<file path="config.mk">
export PLATFORM = sky130hd
export DESIGN_NAME = lcd_screen_refresh_nibble_streamer_unit
export DESIGN_NICKNAME = d
export VERILOG_FILES = /design/src/rtl/core/lsrns_pkg.sv /design/src/rtl/core/lsrns_front.sv /design/src/rtl/core/lsrns_back.sv /design/src/rtl/core/lcd_screen_refresh_nibble_streamer_unit.sv
export SDC_FILE = /design/constraint.sdc
export NUM_CORES = 1
export LEC_CHECK = 0
export BUFFER_PORTS_ARGS = -buffer_cell sky130_fd_sc_hd__buf_2
export CAP_MARGIN = 20
export CORE_MARGIN = 5
export CORE_UTILIZATION = 65
export DETAILED_ROUTE_END_ITERATION = 10
export GPL_ROUTABILITY_DRIVEN = 0
export PLACE_DENSITY = 0.9
export SYNTH_ARGS = -nofsm -noshare
export SYNTH_HDL_FRONTEND = slang
export SYNTH_HIERARCHICAL = 1
export SYNTH_SLANG_ARGS = --single-unit
</file>
<file path="constraint.sdc">
create_clock -name clk_i -period 6.8 [get_ports clk_i]
set_clock_uncertainty 0.1 [all_clocks]
set_input_delay 1.7 -clock clk_i [delete_from_list [all_inputs] [get_ports clk_i]]
set_output_delay 1.7 -clock clk_i [all_outputs]
set_load 0.005 [all_outputs]
</file>
<file path="src/rtl/core/lsrns_pkg.sv">
`timescale 1ns / 1ps
// ----------------------------------------------------------------------------
// lsrns_pkg
// Types and constants shared by the LCD screen refresh nibble streamer.
// ----------------------------------------------------------------------------
package lsrns_pkg;

  localparam int unsigned IdxW        = 5;
  localparam int unsigned CharW       = 8;
  localparam int unsigned NibW        = 4;
  localparam int unsigned BufDepth    = 32;
  localparam int unsigned QueueDepth  = 2;
  localparam int unsigned InDataW     = 16;
  localparam int unsigned OutDataW    = 8;

  // op field codes
  localparam logic OP_TICK  = 1'b0;
  localparam logic OP_WRITE = 1'b1;

  // high nibble of the set-address command for each line; the low nibble is zero
  localparam logic [NibW-1:0] CMD_HI_LINE_ONE = 4'h8;
  localparam logic [NibW-1:0] CMD_HI_LINE_TWO = 4'hC;
  localparam logic [NibW-1:0] CMD_LO          = 4'h0;

  typedef enum logic {
    CMD_TICK  = 1'b0,
    CMD_WRITE = 1'b1
  } cmd_kind_e;

  typedef struct packed {
    cmd_kind_e              kind;
    logic [IdxW-1:0]        idx;
    logic [CharW-1:0]       chr;
  } cmd_t;

endpackage

</file>
<file path="src/rtl/core/lsrns_front.sv">
`timescale 1ns / 1ps
// ----------------------------------------------------------------------------
// lsrns_front
// Accepts input transactions, drops ticks while the display is not ready and
// queues writes and live ticks in a two-entry command queue for the back end.
// ----------------------------------------------------------------------------
module lsrns_front (
  input  logic                             clk_i,
  input  logic                             rst_ni,
  input  logic                             in_valid_i,
  output logic                             in_ready_o,
  input  logic                             op_i,
  input  logic [lsrns_pkg::IdxW-1:0]       write_index_i,
  input  logic [lsrns_pkg::CharW-1:0]      write_char_i,
  input  logic                             display_ready_i,
  output logic                             cmd_valid_o,
  output lsrns_pkg::cmd_t                  cmd_o,
  input  logic                             cmd_pop_i
);

  lsrns_pkg::cmd_t entry_q [lsrns_pkg::QueueDepth];
  lsrns_pkg::cmd_t new_cmd;
  logic            wr_ptr_q, wr_ptr_d;
  logic            rd_ptr_q, rd_ptr_d;
  logic [1:0]      count_q, count_d;
  logic            accept;
  logic            push;
  logic            pop;

  assign in_ready_o = (count_q != 2'(lsrns_pkg::QueueDepth));
  assign accept     = in_valid_i && in_ready_o;
  // a tick while the display is not ready has no effect: drop it here
  assign push       = accept && ((op_i == lsrns_pkg::OP_WRITE) || display_ready_i);
  assign pop        = cmd_pop_i && cmd_valid_o;

  always_comb begin
    new_cmd.kind = (op_i == lsrns_pkg::OP_WRITE) ? lsrns_pkg::CMD_WRITE : lsrns_pkg::CMD_TICK;
    new_cmd.idx  = write_index_i;
    new_cmd.chr  = write_char_i;
  end

  assign cmd_valid_o = (count_q != 2'd0);
  assign cmd_o       = entry_q[rd_ptr_q];

  always_comb begin
    wr_ptr_d = push ? ~wr_ptr_q : wr_ptr_q;
    rd_ptr_d = pop  ? ~rd_ptr_q : rd_ptr_q;
    count_d  = count_q + 2'(push) - 2'(pop);
  end

  always_ff @(posedge clk_i or negedge rst_ni) begin
    if (!rst_ni) begin
      wr_ptr_q <= 1'b0;
      rd_ptr_q <= 1'b0;
      count_q  <= 2'd0;
    end else begin
      wr_ptr_q <= wr_ptr_d;
      rd_ptr_q <= rd_ptr_d;
      count_q  <= count_d;
    end
  end

  always_ff @(posedge clk_i) begin
    if (push) begin
      entry_q[wr_ptr_q] <= new_cmd;
    end
  end

`ifndef NO_ASSERTIONS
  a_count_bound: assert property (@(posedge clk_i) disable iff (!rst_ni)
    count_q <= 2'(lsrns_pkg::QueueDepth))
    else $error("command queue overfilled");

  a_count_track: assert property (@(posedge clk_i) disable iff (!rst_ni)
    (push && !pop) |=> (count_q == $past(count_q) + 2'd1))
    else $error("command queue count lost a push");
`endif

endmodule

</file>
<file path="src/rtl/core/lsrns_back.sv">
`timescale 1ns / 1ps
// ----------------------------------------------------------------------------
// lsrns_back
// Executes queued commands: writes update the screen buffer, ticks emit one
// nibble each into the output register, loading a character when none is
// pending and prefixing a set-address command at each line start.
// ----------------------------------------------------------------------------
module lsrns_back (
  input  logic                             clk_i,
  input  logic                             rst_ni,
  input  logic                             cmd_valid_i,
  input  lsrns_pkg::cmd_t                  cmd_i,
  output logic                             cmd_pop_o,
  output logic                             out_valid_o,
  input  logic                             out_ready_i,
  output logic [lsrns_pkg::NibW-1:0]       nibble_o,
  output logic                             register_select_o
);

  logic [lsrns_pkg::CharW-1:0] buf_q [lsrns_pkg::BufDepth];
  logic [lsrns_pkg::IdxW-1:0]  pos_q, pos_d;
  logic [2:0]                  left_q, left_d;
  logic [lsrns_pkg::NibW-1:0]  pend_q [3];
  logic [lsrns_pkg::NibW-1:0]  pend_d [3];
  logic                        out_valid_q;
  logic [lsrns_pkg::NibW-1:0]  out_nib_q, nib;
  logic                        out_rs_q, rs;
  logic                        out_free;
  logic                        tick_go;
  logic                        wr_go;
  logic [lsrns_pkg::CharW-1:0] ch;
  logic                        line_start;
  logic [2:0]                  left_m1;

  assign out_free  = !out_valid_q || out_ready_i;
  assign wr_go     = cmd_valid_i && (cmd_i.kind == lsrns_pkg::CMD_WRITE);
  assign tick_go   = cmd_valid_i && (cmd_i.kind == lsrns_pkg::CMD_TICK) && out_free;
  assign cmd_pop_o = wr_go || tick_go;

  assign ch         = buf_q[pos_q];
  assign line_start = (pos_q[3:0] == 4'd0);
  assign left_m1    = left_q - 3'd1;

  always_comb begin
    pos_d  = pos_q;
    left_d = left_q;
    pend_d = pend_q;
    nib    = pend_q[left_m1[1:0]];
    rs     = (left_q < 3'd3);
    if (left_q == 3'd0) begin
      pos_d     = pos_q + 5'd1;
      pend_d[0] = ch[3:0];
      if (line_start) begin
        // set-address command first; character follows
        nib       = pos_q[4] ? lsrns_pkg::CMD_HI_LINE_TWO : lsrns_pkg::CMD_HI_LINE_ONE;
        rs        = 1'b0;
        left_d    = 3'd3;
        pend_d[2] = lsrns_pkg::CMD_LO;
        pend_d[1] = ch[7:4];
      end else begin
        nib    = ch[7:4];
        rs     = 1'b1;
        left_d = 3'd1;
      end
    end else begin
      left_d = left_m1;
    end
  end

  always_ff @(posedge clk_i or negedge rst_ni) begin
    if (!rst_ni) begin
      for (int i = 0; i < lsrns_pkg::BufDepth; i++) begin
        buf_q[i] <= '0;
      end
      pos_q       <= '0;
      left_q      <= 3'd0;
      pend_q      <= '{default: '0};
      out_valid_q <= 1'b0;
    end else begin
      if (wr_go) begin
        buf_q[cmd_i.idx] <= cmd_i.chr;
      end
      if (tick_go) begin
        pos_q  <= pos_d;
        left_q <= left_d;
        pend_q <= pend_d;
      end
      if (out_free) begin
        out_valid_q <= tick_go;
      end
    end
  end

  always_ff @(posedge clk_i) begin
    if (tick_go) begin
      out_nib_q <= nib;
      out_rs_q  <= rs;
    end
  end

  assign out_valid_o       = out_valid_q;
  assign nibble_o          = out_nib_q;
  assign register_select_o = out_rs_q;

`ifndef NO_ASSERTIONS
  a_left_bound: assert property (@(posedge clk_i) disable iff (!rst_ni)
    left_q <= 3'd3)
    else $error("pending nibble count out of range");

  a_line_cmd: assert property (@(posedge clk_i) disable iff (!rst_ni)
    (tick_go && (left_q == 3'd0) && line_start) |=> (out_valid_q && !out_rs_q))
    else $error("line start did not emit a command nibble");
`endif

endmodule

</file>
<file path="src/rtl/core/lcd_screen_refresh_nibble_streamer_unit.sv">
`timescale 1ns / 1ps
// ----------------------------------------------------------------------------
// lcd_screen_refresh_nibble_streamer_unit
// Streams a 2x16 character screen buffer to a 4-bit LCD bus, one nibble per
// ready tick, with a set-address command at each line start.
// ----------------------------------------------------------------------------
// The block takes one input transaction per clock cycle while s_axis_tready_o
// is high. A write stores a character in the 32-entry screen buffer and gives
// no output; a tick with display_ready low is dropped; a tick with
// display_ready high yields exactly one nibble. A live tick is registered in
// the two-entry command queue, and its nibble is registered at the edge where
// the back end takes the tick from the queue. Throughput is one item per cycle
// without master stalls, set by the back end which retires one command per
// cycle; when the master side stalls, the queue fills with up to two live
// items and s_axis_tready_o drops. Reset clears buffer and state, no sweep.
module lcd_screen_refresh_nibble_streamer_unit (
  input  logic       clk_i,
  input  logic       rst_ni,
  input  logic       s_axis_tvalid_i,
  output logic       s_axis_tready_o,
  input  logic [15:0] s_axis_tdata_i,  // [4:0] write_index, [12:5] write_char,
                                       // [13] display_ready, [15:14] zero
  input  logic       s_axis_tuser_i,   // [0] op
  output logic       m_axis_tvalid_o,
  input  logic       m_axis_tready_i,
  output logic [7:0] m_axis_tdata_o,   // [3:0] nibble, [7:4] zero
  output logic       m_axis_tuser_o    // [0] register_select
);

  logic                            cmd_valid;
  lsrns_pkg::cmd_t                 cmd;
  logic                            cmd_pop;
  logic [lsrns_pkg::NibW-1:0]      nibble;

  lsrns_front u_front (
    .clk_i           (clk_i),
    .rst_ni          (rst_ni),
    .in_valid_i      (s_axis_tvalid_i),
    .in_ready_o      (s_axis_tready_o),
    .op_i            (s_axis_tuser_i),
    .write_index_i   (s_axis_tdata_i[4:0]),
    .write_char_i    (s_axis_tdata_i[12:5]),
    .display_ready_i (s_axis_tdata_i[13]),
    .cmd_valid_o     (cmd_valid),
    .cmd_o           (cmd),
    .cmd_pop_i       (cmd_pop)
  );

  lsrns_back u_back (
    .clk_i             (clk_i),
    .rst_ni            (rst_ni),
    .cmd_valid_i       (cmd_valid),
    .cmd_i             (cmd),
    .cmd_pop_o         (cmd_pop),
    .out_valid_o       (m_axis_tvalid_o),
    .out_ready_i       (m_axis_tready_i),
    .nibble_o          (nibble),
    .register_select_o (m_axis_tuser_o)
  );

  assign m_axis_tdata_o = {4'd0, nibble};

endmodule
</file>
## After elaboration in Yosys (flattened, before gate mapping)

Memory sizes are Yosys's and may differ from the RTL's.
Index checks and enable logic that the tools add are counted.

| word-level totals | value |
|---|---|
| input port bits | 21 |
| memories kept | 1 |
| flip-flop bits (word level) | 282 |
| word-level logic and storage cells | 94 |
| bits in writable memories | 28 |
| output and inout bits | 11 |

| cells by class | value |
|---|---|
| magnitude comparators | 5 |
| muxes and demuxes | 19 |
| reduce and logical (&&, ||, !) cells | 16 |
| $add $sub $neg | 4 |
| equality and inequality tests | 1 |
| bitwise logic cells | 6 |

Memories:

| memory | depth | bits a word | read ports | clocked after Yosys merged registers in | wr ports | line | source |
|---|---|---|---|---|---|---|---|
| u_front.entry_q | 2 | 14 | 1 | 0 | 1 | lsrns_front.sv:21 | `lsrns_pkg::cmd_t entry_q [lsrns_pkg::QueueDepth];` |

Operators by type and width:

| operator | count |
|---|---|
| 256-bit bitwise mux | 1 |
| 8-bit binary-select mux with 5-bit select | 1 |
| 8-bit demux with 5-bit select | 1 |
| 8-bit two-way mux | 3 |
| 4-bit two-way mux | 4 |
| 6-bit greater-or-equal comparator, second input constant | 2 |
| 5-bit NOT with 6-bit output | 2 |
| 4-bit binary-select mux with 2-bit select | 1 |
| 1-bit logical AND | 7 |
| 6-bit by 1-bit less-than comparator with 1-bit output, second input constant | 1 |
| 3-bit two-way mux | 2 |
| 5-bit by 1-bit adder with 5-bit output, second input constant | 1 |
| 1-bit two-way mux | 5 |
| 4-bit logical NOT | 1 |
| 3-bit greater-or-equal comparator, second input constant | 1 |
| 3-bit logical NOT | 1 |
| 1-bit logical OR | 3 |
| 3-bit by 2-bit less-than comparator with 1-bit output, second input constant | 1 |
| 1-bit NOT | 3 |
| 2-bit NOT with 3-bit output | 1 |
| 3-bit AND reduction | 1 |
| 3-bit by 1-bit subtractor with 3-bit output, second input constant | 1 |
| 2-bit by 1-bit adder with 2-bit output | 1 |
| 2-bit two-way mux | 1 |
| 5 further kinds | 5 |

## Longest topological paths before layout

Gate-level depths: netlist of the first run.
An unclocked memory read counts as a cell.

| depth | value |
|---|---|
| depth in word-level cells | 7 |
| depth in mapped cells | 10 |
| mapped depth without buffers | 9 |

## Cells and area by module

The synthesis of the first run kept the hierarchy.

By module, submodules not included:

| module | seq. area each (um^2) | cells each | times used | area an instance (um^2) |
|---|---|---|---|---|
| lsrns_back | 6,981.7 | 890 | 1 | 13,016.2 |
| lsrns_front | 940.9 | 62 | 1 | 1,257.5 |
| lcd_screen_refresh_nibble_streamer_unit | 0.0 | 5 | 1 | 33.8 |

## Worst setup path after synthesis of the first run

OpenSTA, ideal clock, no wires.

| path | value |
|---|---|
| path kind | input to register |
| start | in m_axis_tready_i |
| end | reg u_front.count_q[1] |
| setup time | 0.123 ns |
| stages | 8 |
| setup slack | 3.715 ns |
| arrival | 2.862 ns |
| path buffers | 0 |
| required time | 6.577 ns |
| cell sequence | nor2b_1 > o21ai_0 > and2_4 > ha_1 > inv_1 > ha_1 > xnor2_1 > xnor2_1 |

| between the ends | value |
|---|---|
| cells in the longest elaborated chain, start to end | 5 |

RTL lines:

| element | line | source |
|---|---|---|
| start: declaration | lcd_screen_refresh_nibble_streamer_unit.sv:25 | `input logic m_axis_tready_i,` |
| 1-bit logical OR | lsrns_back.sv:35 | `assign out_free = !out_valid_q \|\| out_ready_i;` |
| 1-bit logical AND | lsrns_back.sv:37 | `assign tick_go = cmd_valid_i && (cmd_i.kind == lsrns_pkg::CMD_TICK) && out_free;` |
| 1-bit logical OR | lsrns_back.sv:38 | `assign cmd_pop_o = wr_go \|\| tick_go;` |
| named net cmd_pop | lcd_screen_refresh_nibble_streamer_unit.sv:32 | `logic cmd_pop;` |
| 1-bit logical AND | lsrns_front.sv:34 | `assign pop = cmd_pop_i && cmd_valid_o;` |
| named net u_front.pop | lsrns_front.sv:28 | `logic pop;` |
| 2-bit by 1-bit subtractor with 2-bit output | lsrns_front.sv:48 | `count_d = count_q + 2'(push) - 2'(pop);` |
| named net u_front.count_d[1] | lsrns_front.sv:25 | `logic [1:0] count_q, count_d;` |
| end signal: assignment | lsrns_front.sv:59 | `count_q <= count_d;` |
| end: declaration | lsrns_front.sv:25 |  |

The timed path passes the listed nets, and every way through them passes these cells.
A chain may end at the register's enable or synchronous reset.

==> results of run 1 <==
[path summary, 6_finish.rpt]
kind | to | start | cells past startpoint
setup / recovery | u_back/pend_q[7]$_DFFE_PN0P_ | u_front/rd_ptr_q$_DFFE_PN0P_ | 5
hold reg to reg | u_back/pend_q[9]$_DFFE_PN0P_ | u_back/pend_q[9]$_DFFE_PN0P_ | 1
hold / removal | u_back/pend_q[9]$_DFFE_PN0P_ | u_back/pend_q[9]$_DFFE_PN0P_ | 1
max in group asynchronous | u_back/buf_q[157]$_DFFE_PN0P_ | rst_ni | 2
setup reg to reg | u_back/pend_q[7]$_DFFE_PN0P_ | u_front/rd_ptr_q$_DFFE_PN0P_ | 5
min in group asynchronous | u_back/buf_q[80]$_DFFE_PN0P_ | rst_ni | 1
[state kept, by name, indices dropped and copies added (netlist names)]
signal / flops
u_back/left_q: 3
u_front/rd_ptr_q: 1
u_back/register_select_o: 1
u_front/wr_ptr_q: 1
u_front/entry_q: 28
u_back/pos_q: 5
u_back/buf_q: 256
u_front/count_q: 2
u_back/pend_q: 8
u_back/out_valid_o: 1
u_back/nibble_o: 4
[stage by stage]
stage | hold slack [ns] | std cells
after global routing | 0.395 | 1264
final | 0.381 | 1264
after CTS | 0.380 | 1262
after detailed placement | 0.367 | 1207
after global placement | 0.361 | 1207
after floorplan | 0.343 | 960
[power groups by stage]
| stage | Combinational [mW] | Sequential [mW] | Clock (mW) |
|---|---|---|---|
| 2_1_floorplan | 2.05 | 2.90 | 0 |
| 3_3_place_gp | 2.36 | 3.03 | 0 |
| 3_5_place_dp | 2.46 | 3.09 | 0 |
| 4_1_cts | 2.50 | 3.08 | 1.68 |
| 5_1_grt | 2.70 | 3.17 | 1.76 |
| 6_report | 2.52 | 3.08 | 1.66 |
[cell type report]
class | count | area [um2]
clock buffers | 41 | 823
clock inverters | 14 | 165
fillers | 1408 | 6290
inverters | 7 | 26.3
multi-input cells | 578 | 5980
flip-flops and latches | 310 | 7930
well taps | 280 | 350
repair buffers | 34 | 203
[cell usage after synthesis (7+ instances only)]
master / n / area [um2]
dfrtp_1: 277 / 6930
mux2_2: 220 / 2480
mux2i_1: 66 / 661
mux2_1: 46 / 518
clkbuf_1: 38 / 143
edfxtp_1: 33 / 991
mux4_2: 31 / 698
nand2_1: 29 / 109
nor2_1: 24 / 90.1
nor2b_1: 10 / 62.6
a22oi_1: 9 / 67.6
buf_2: 9 / 45.0
mux2_4: 9 / 135
a22o_1: 8 / 70.1
nand2b_1: 8 / 50.1
nor2_2: 8 / 50.1
buf_4: 7 / 52.6
buf_6: 7 / 78.8
o211ai_1: 7 / 52.6
[metal layers]
metal  up-vias  track usage  routed length [um]
met3        64       0.0484                1950
met2       283        0.410               15000
met4         0       0.0764                 942
li1       3551            -                   -
met1      4340        0.368               13300
met5         -            0                   0
[worst max-delay path, delay by kind of cell, from the launching register on]
| kind | cells | cell delay, ns |
|---|---|---|
| compound gates | 1 | 0.37 |
| simple gates | 3 | 1.51 |
| mux | 1 | 0.47 |
| flops | 1 | 0.85 |
[kinds of logic after synthesis]
| kind of cell | synth area share |
|---|---|
| AOI/OAI and AO/OA | 0.0361 |
| buffers and inverters | 0.0294 |
| other | 0.000262 |
| and+or+nand+nor | 0.0456 |
| DFF | 0.554 |
| adders and majority gates | 0.00525 |
| muxes | 0.325 |
| xor gates and xnor gates | 0.00490 |
==> reports/results.tsv, run 1 <==
metric	value	unit
grt_use_total	0.257	
vias_per_cell	6.52	
path_cells	mux2_2 > nand2b_1 > nor2_1 > nand3_1 > o41ai_1	
area_delta_synth_final	8.12	%
die_w	158	um
critical-path-slowest-cell	dfrtp_1	
irDropWorstVdd	329	uV
vias	8238	
numCtsBuffers	31	
pre_cts_ws	3.19	ns
fp.dieH	158	um
power.internal	4.85	mW
path_class	reg2reg	
outcome	finished clean	
nets	989	
rsz0062_at_grt	false	
htreeDepth	1	
fin_crit_sh	0.502	
tns	0	ns
wire_per_inst	24.6	um
tightest_slew	1.02	ns
clock_latency	0.56	ns
cp-end-kind	flop	
layout_commonest_cell	dfrtp_1	
period_minus_slack	3.41	ns
initial_utilization	0.658	
synth-seq-cells	310	
p_seq_frac	0.425	
worst_slack	3.39	ns
crit_arrival	3.76	ns
final_cell_mix	276 x dfrtp_1, 220 x mux2_2, 66 x mux2i_1	
finalSetupViolations	0	
rows	54	
clock_power_share	0.228	
worstPathRequired	7.14	ns
hp-class	reg2reg	
ys.flop_type	dfrtp_1	
overflow	0	
leakage	6.93	nW
syn_area	14300	um2
coreArea	21800	um2
postLayoutCoreUtil	0.711	
cts_tree	yes	
synth_cell_types	65	
startpoint_type	flop	
pwr-share-comb	0.347	
p_switching	2.41	mW
synth_edf_count	33	
drv_slew	0	
clkTransAtPathRegs	0.06	ns
yosys_warnings	6	
hold_viol_final	0	
slowest_delay	0.85	ns
clock-sinks	310	
io_pins	32	
drtAntennaViolNets	0	
fin_area	15500	um2
drive_gt1_frac	0.368	
ctsResizeCount	0	
cp_max_fo	15	
n_antenna_cell	0	
antenna_found_initial	0	
r2r_setup_slack	3.39	ns
swShare	0.331	
totalWireLength	31.1	mm
grt_pass1_wl	50.3	mm
power.density	469	nW/um2
grt_max_degree	123	
first_pass_iters	5	
drt-initial-drc-count	735	
detailed_place.area	14500	um2
hold_buffers	0	
syn_inst	957	
io_buffers	25	
fmax	293	MHz
place_hpwl	19.2	mm
ys_seq_area_frac	0.554	
cap_violations	0	
clk_path_buf_depth	3	
finalPower	7.26	mW
slew_headroom	0.320	
dieArea	25100	um2
cts_setup_buffers	0	
async_flop_share	0.894	
drc	0	
cts_root_buffer	clkbuf_16	
grt_pass1_vias	8843	
syn_area_per_cell	15.0	um2
Power figures use the tool's default switching activity.
==> run 2: changes to the inputs <==
Settings changed: CORE_UTILIZATION 65 to 63, PLACE_DENSITY 0.9 to 0.88.
Clock period 6.8 ns to 3.55 ns, I/O delays scaled along.
==> reports/results.tsv, run 2 (synthesized netlist as in run 1, its figures left out) <==
metric	value	unit	change
outcome	finished clean		
grt_use_total	0.252		-0.00576
io_buffers	25		unchanged
antenna_found_initial	0		unchanged
postLayoutCoreUtil	0.702		-0.00931
overflow	0		unchanged
cts_setup_buffers	0		unchanged
wire_per_inst	24.7	um	+0.34%
area_delta_synth_final	10.4	%	
grt_max_degree	77		-37%
coreArea	22500	um2	+3.4%
cts_tree	yes		
final_cell_mix	276 x dfrtp_1, 220 x mux2_2, 66 x mux2i_1		
clock_latency	0.57	ns	about the same
tns	0	ns	unchanged
io_pins	32		unchanged
finalSetupViolations	0		unchanged
fin_crit_sh	0.829		+0.327
largest_reg_flops	256		unchanged
drt-initial-drc-count	572		-22%
place_hpwl	20.2	mm	+5.3%
startpoint_type	flop		
n_antenna_cell	0		unchanged
power.density	900	nW/um2	+92%
drive_gt1_frac	0.391		+0.0230
largest_register	u_back/buf_q		
ctsResizeCount	0		unchanged
fp.dieH	161	um	+1.5%
drv_slew	0		unchanged
rows	55		+1.9%
critical-path-slowest-cell	dfrtp_4		
nets	1015		+2.6%
crit_arrival	3.28	ns	-0.48 ns
period_minus_slack	2.94	ns	-0.472 ns
numCtsBuffers	31		unchanged
cp-end-kind	flop		
hp-class	in2async		
crit_path_frequent_cell	mux2i_1		
grt_pass1_vias	9066		+2.5%
path_class	reg2reg		
irDropWorstVdd	583	uV	+77%
fmax	340	MHz	+16%
clock-sinks	310		unchanged
cap_violations	0		unchanged
reg_top3	u_back/buf_q: 256 flops, u_front/entry_q: 28 flops, u_back/pend_q: 8 flops		
cp_max_fo	36		+21
drtAntennaViolNets	0		unchanged
vias	8393		+1.9%
dieArea	25800	um2	+3.0%
leakage	7.14	nW	+3.0%
vias_per_cell	6.47		-0.79%
layout_commonest_cell	dfrtp_1		
worst_slack	0.608	ns	-2.78 ns
clkTransAtPathRegs	0.06	ns	about the same
first_pass_iters	5		unchanged
pre_cts_ws	0.741	ns	-2.45 ns
worstPathRequired	3.89	ns	-3.25 ns
hold-worst-slack	0.198	ns	-0.182 ns
clk_path_buf_depth	3		unchanged
slowest_delay	0.93	ns	+0.08 ns
tightest_slew	0.812	ns	-0.205 ns
rsz0062_at_grt	false		
nFillCells	1443		+2.5%
hold_viol_final	0		unchanged
slew_headroom	0.459		+0.139
totalWireLength	32.1	mm	+3.0%
htreeDepth	1		unchanged
grt_pass1_wl	51.4	mm	+2.1%
cts_root_buffer	clkbuf_16		
initial_utilization	0.636		-0.0218
drc	0		unchanged
hold_buffers	0		unchanged
die_w	161	um	+1.5%
path_cells	buf_4 > mux4_1 > mux2i_1 > mux2i_1 > nor2_1 > o31ai_1		
[run 2: layout make-up]
cell class	instances	area, um2	area share
Clock buffer	33	803	0.0509
Multi-Input combinational cell	578	5980	0.378
Tap cell	285	357	0.0226
Timing Repair Buffer	60	460	0.0292
Inverter	7	26.3	0.00166
Clock inverter	25	243	0.0154
Sequential cell	310	7930	0.502
[run 2: through the flow]
| stage | instance area (um2) | total power, mW | instances |
|---|---|---|---|
| 6_report | 15800 | 14.2 | 1298 |
| 3_5_place_dp | 14700 | 10.8 | 1240 |
| 3_3_place_gp | 14700 | 10.5 | 1240 |
| 5_1_grt | 15800 | 14.9 | 1298 |
| 2_1_floorplan | 14300 | 9.47 | 960 |
| 4_1_cts | 15800 | 14.2 | 1298 |
[run 2: final timing paths]
path	from	end	slack, ns	depth (start not counted)
worst min register to register	u_back/buf_q[153]$_DFFE_PN0P_	u_back/buf_q[153]$_DFFE_PN0P_	0.38	1
worst min-delay path	rst_ni	u_back/buf_q[80]$_DFFE_PN0P_	0.20	1
worst max register to register	u_back/pos_q[0]$_DFFE_PN0P_	u_back/pend_q[8]$_DFFE_PN0P_	0.61	6
min in group clk_i	u_back/buf_q[153]$_DFFE_PN0P_	u_back/buf_q[153]$_DFFE_PN0P_	0.38	1
max in group asynchronous	rst_ni	u_front/count_q[1]$_DFF_PN0_	2.35	2
worst max-delay path	u_back/pos_q[0]$_DFFE_PN0P_	u_back/pend_q[8]$_DFFE_PN0P_	0.61	6
[run 2: power breakdown]
part           switching [mW]  internal, mW  leakage, nW  total (mW)
combinational            2.41          2.51         2.71        4.92
sequential              0.932          5.04         3.92        5.98
clock                    1.39          1.93        0.507        3.32
[run 2: layer usage]
metal | up-vias | GRT usage | routed length (um)
met1 | 4440 | 0.349 | 13600
li1 | 3611 | - | -
met2 | 270 | 0.413 | 15500
met4 | 0 | 0.0838 | 1100
met3 | 72 | 0.0403 | 1810
met5 | - | 0 | 0
[run 2: worst max-delay path: cells and delay by family (launching register included)]
family,cells,cell delay [ns]
multiplexers,3,1.10
flip-flops,1,0.93
buffers and inverters,1,0.41
AND/OR/NAND/NOR,1,0.18
AO/OA/AOI/OAI,1,0.09
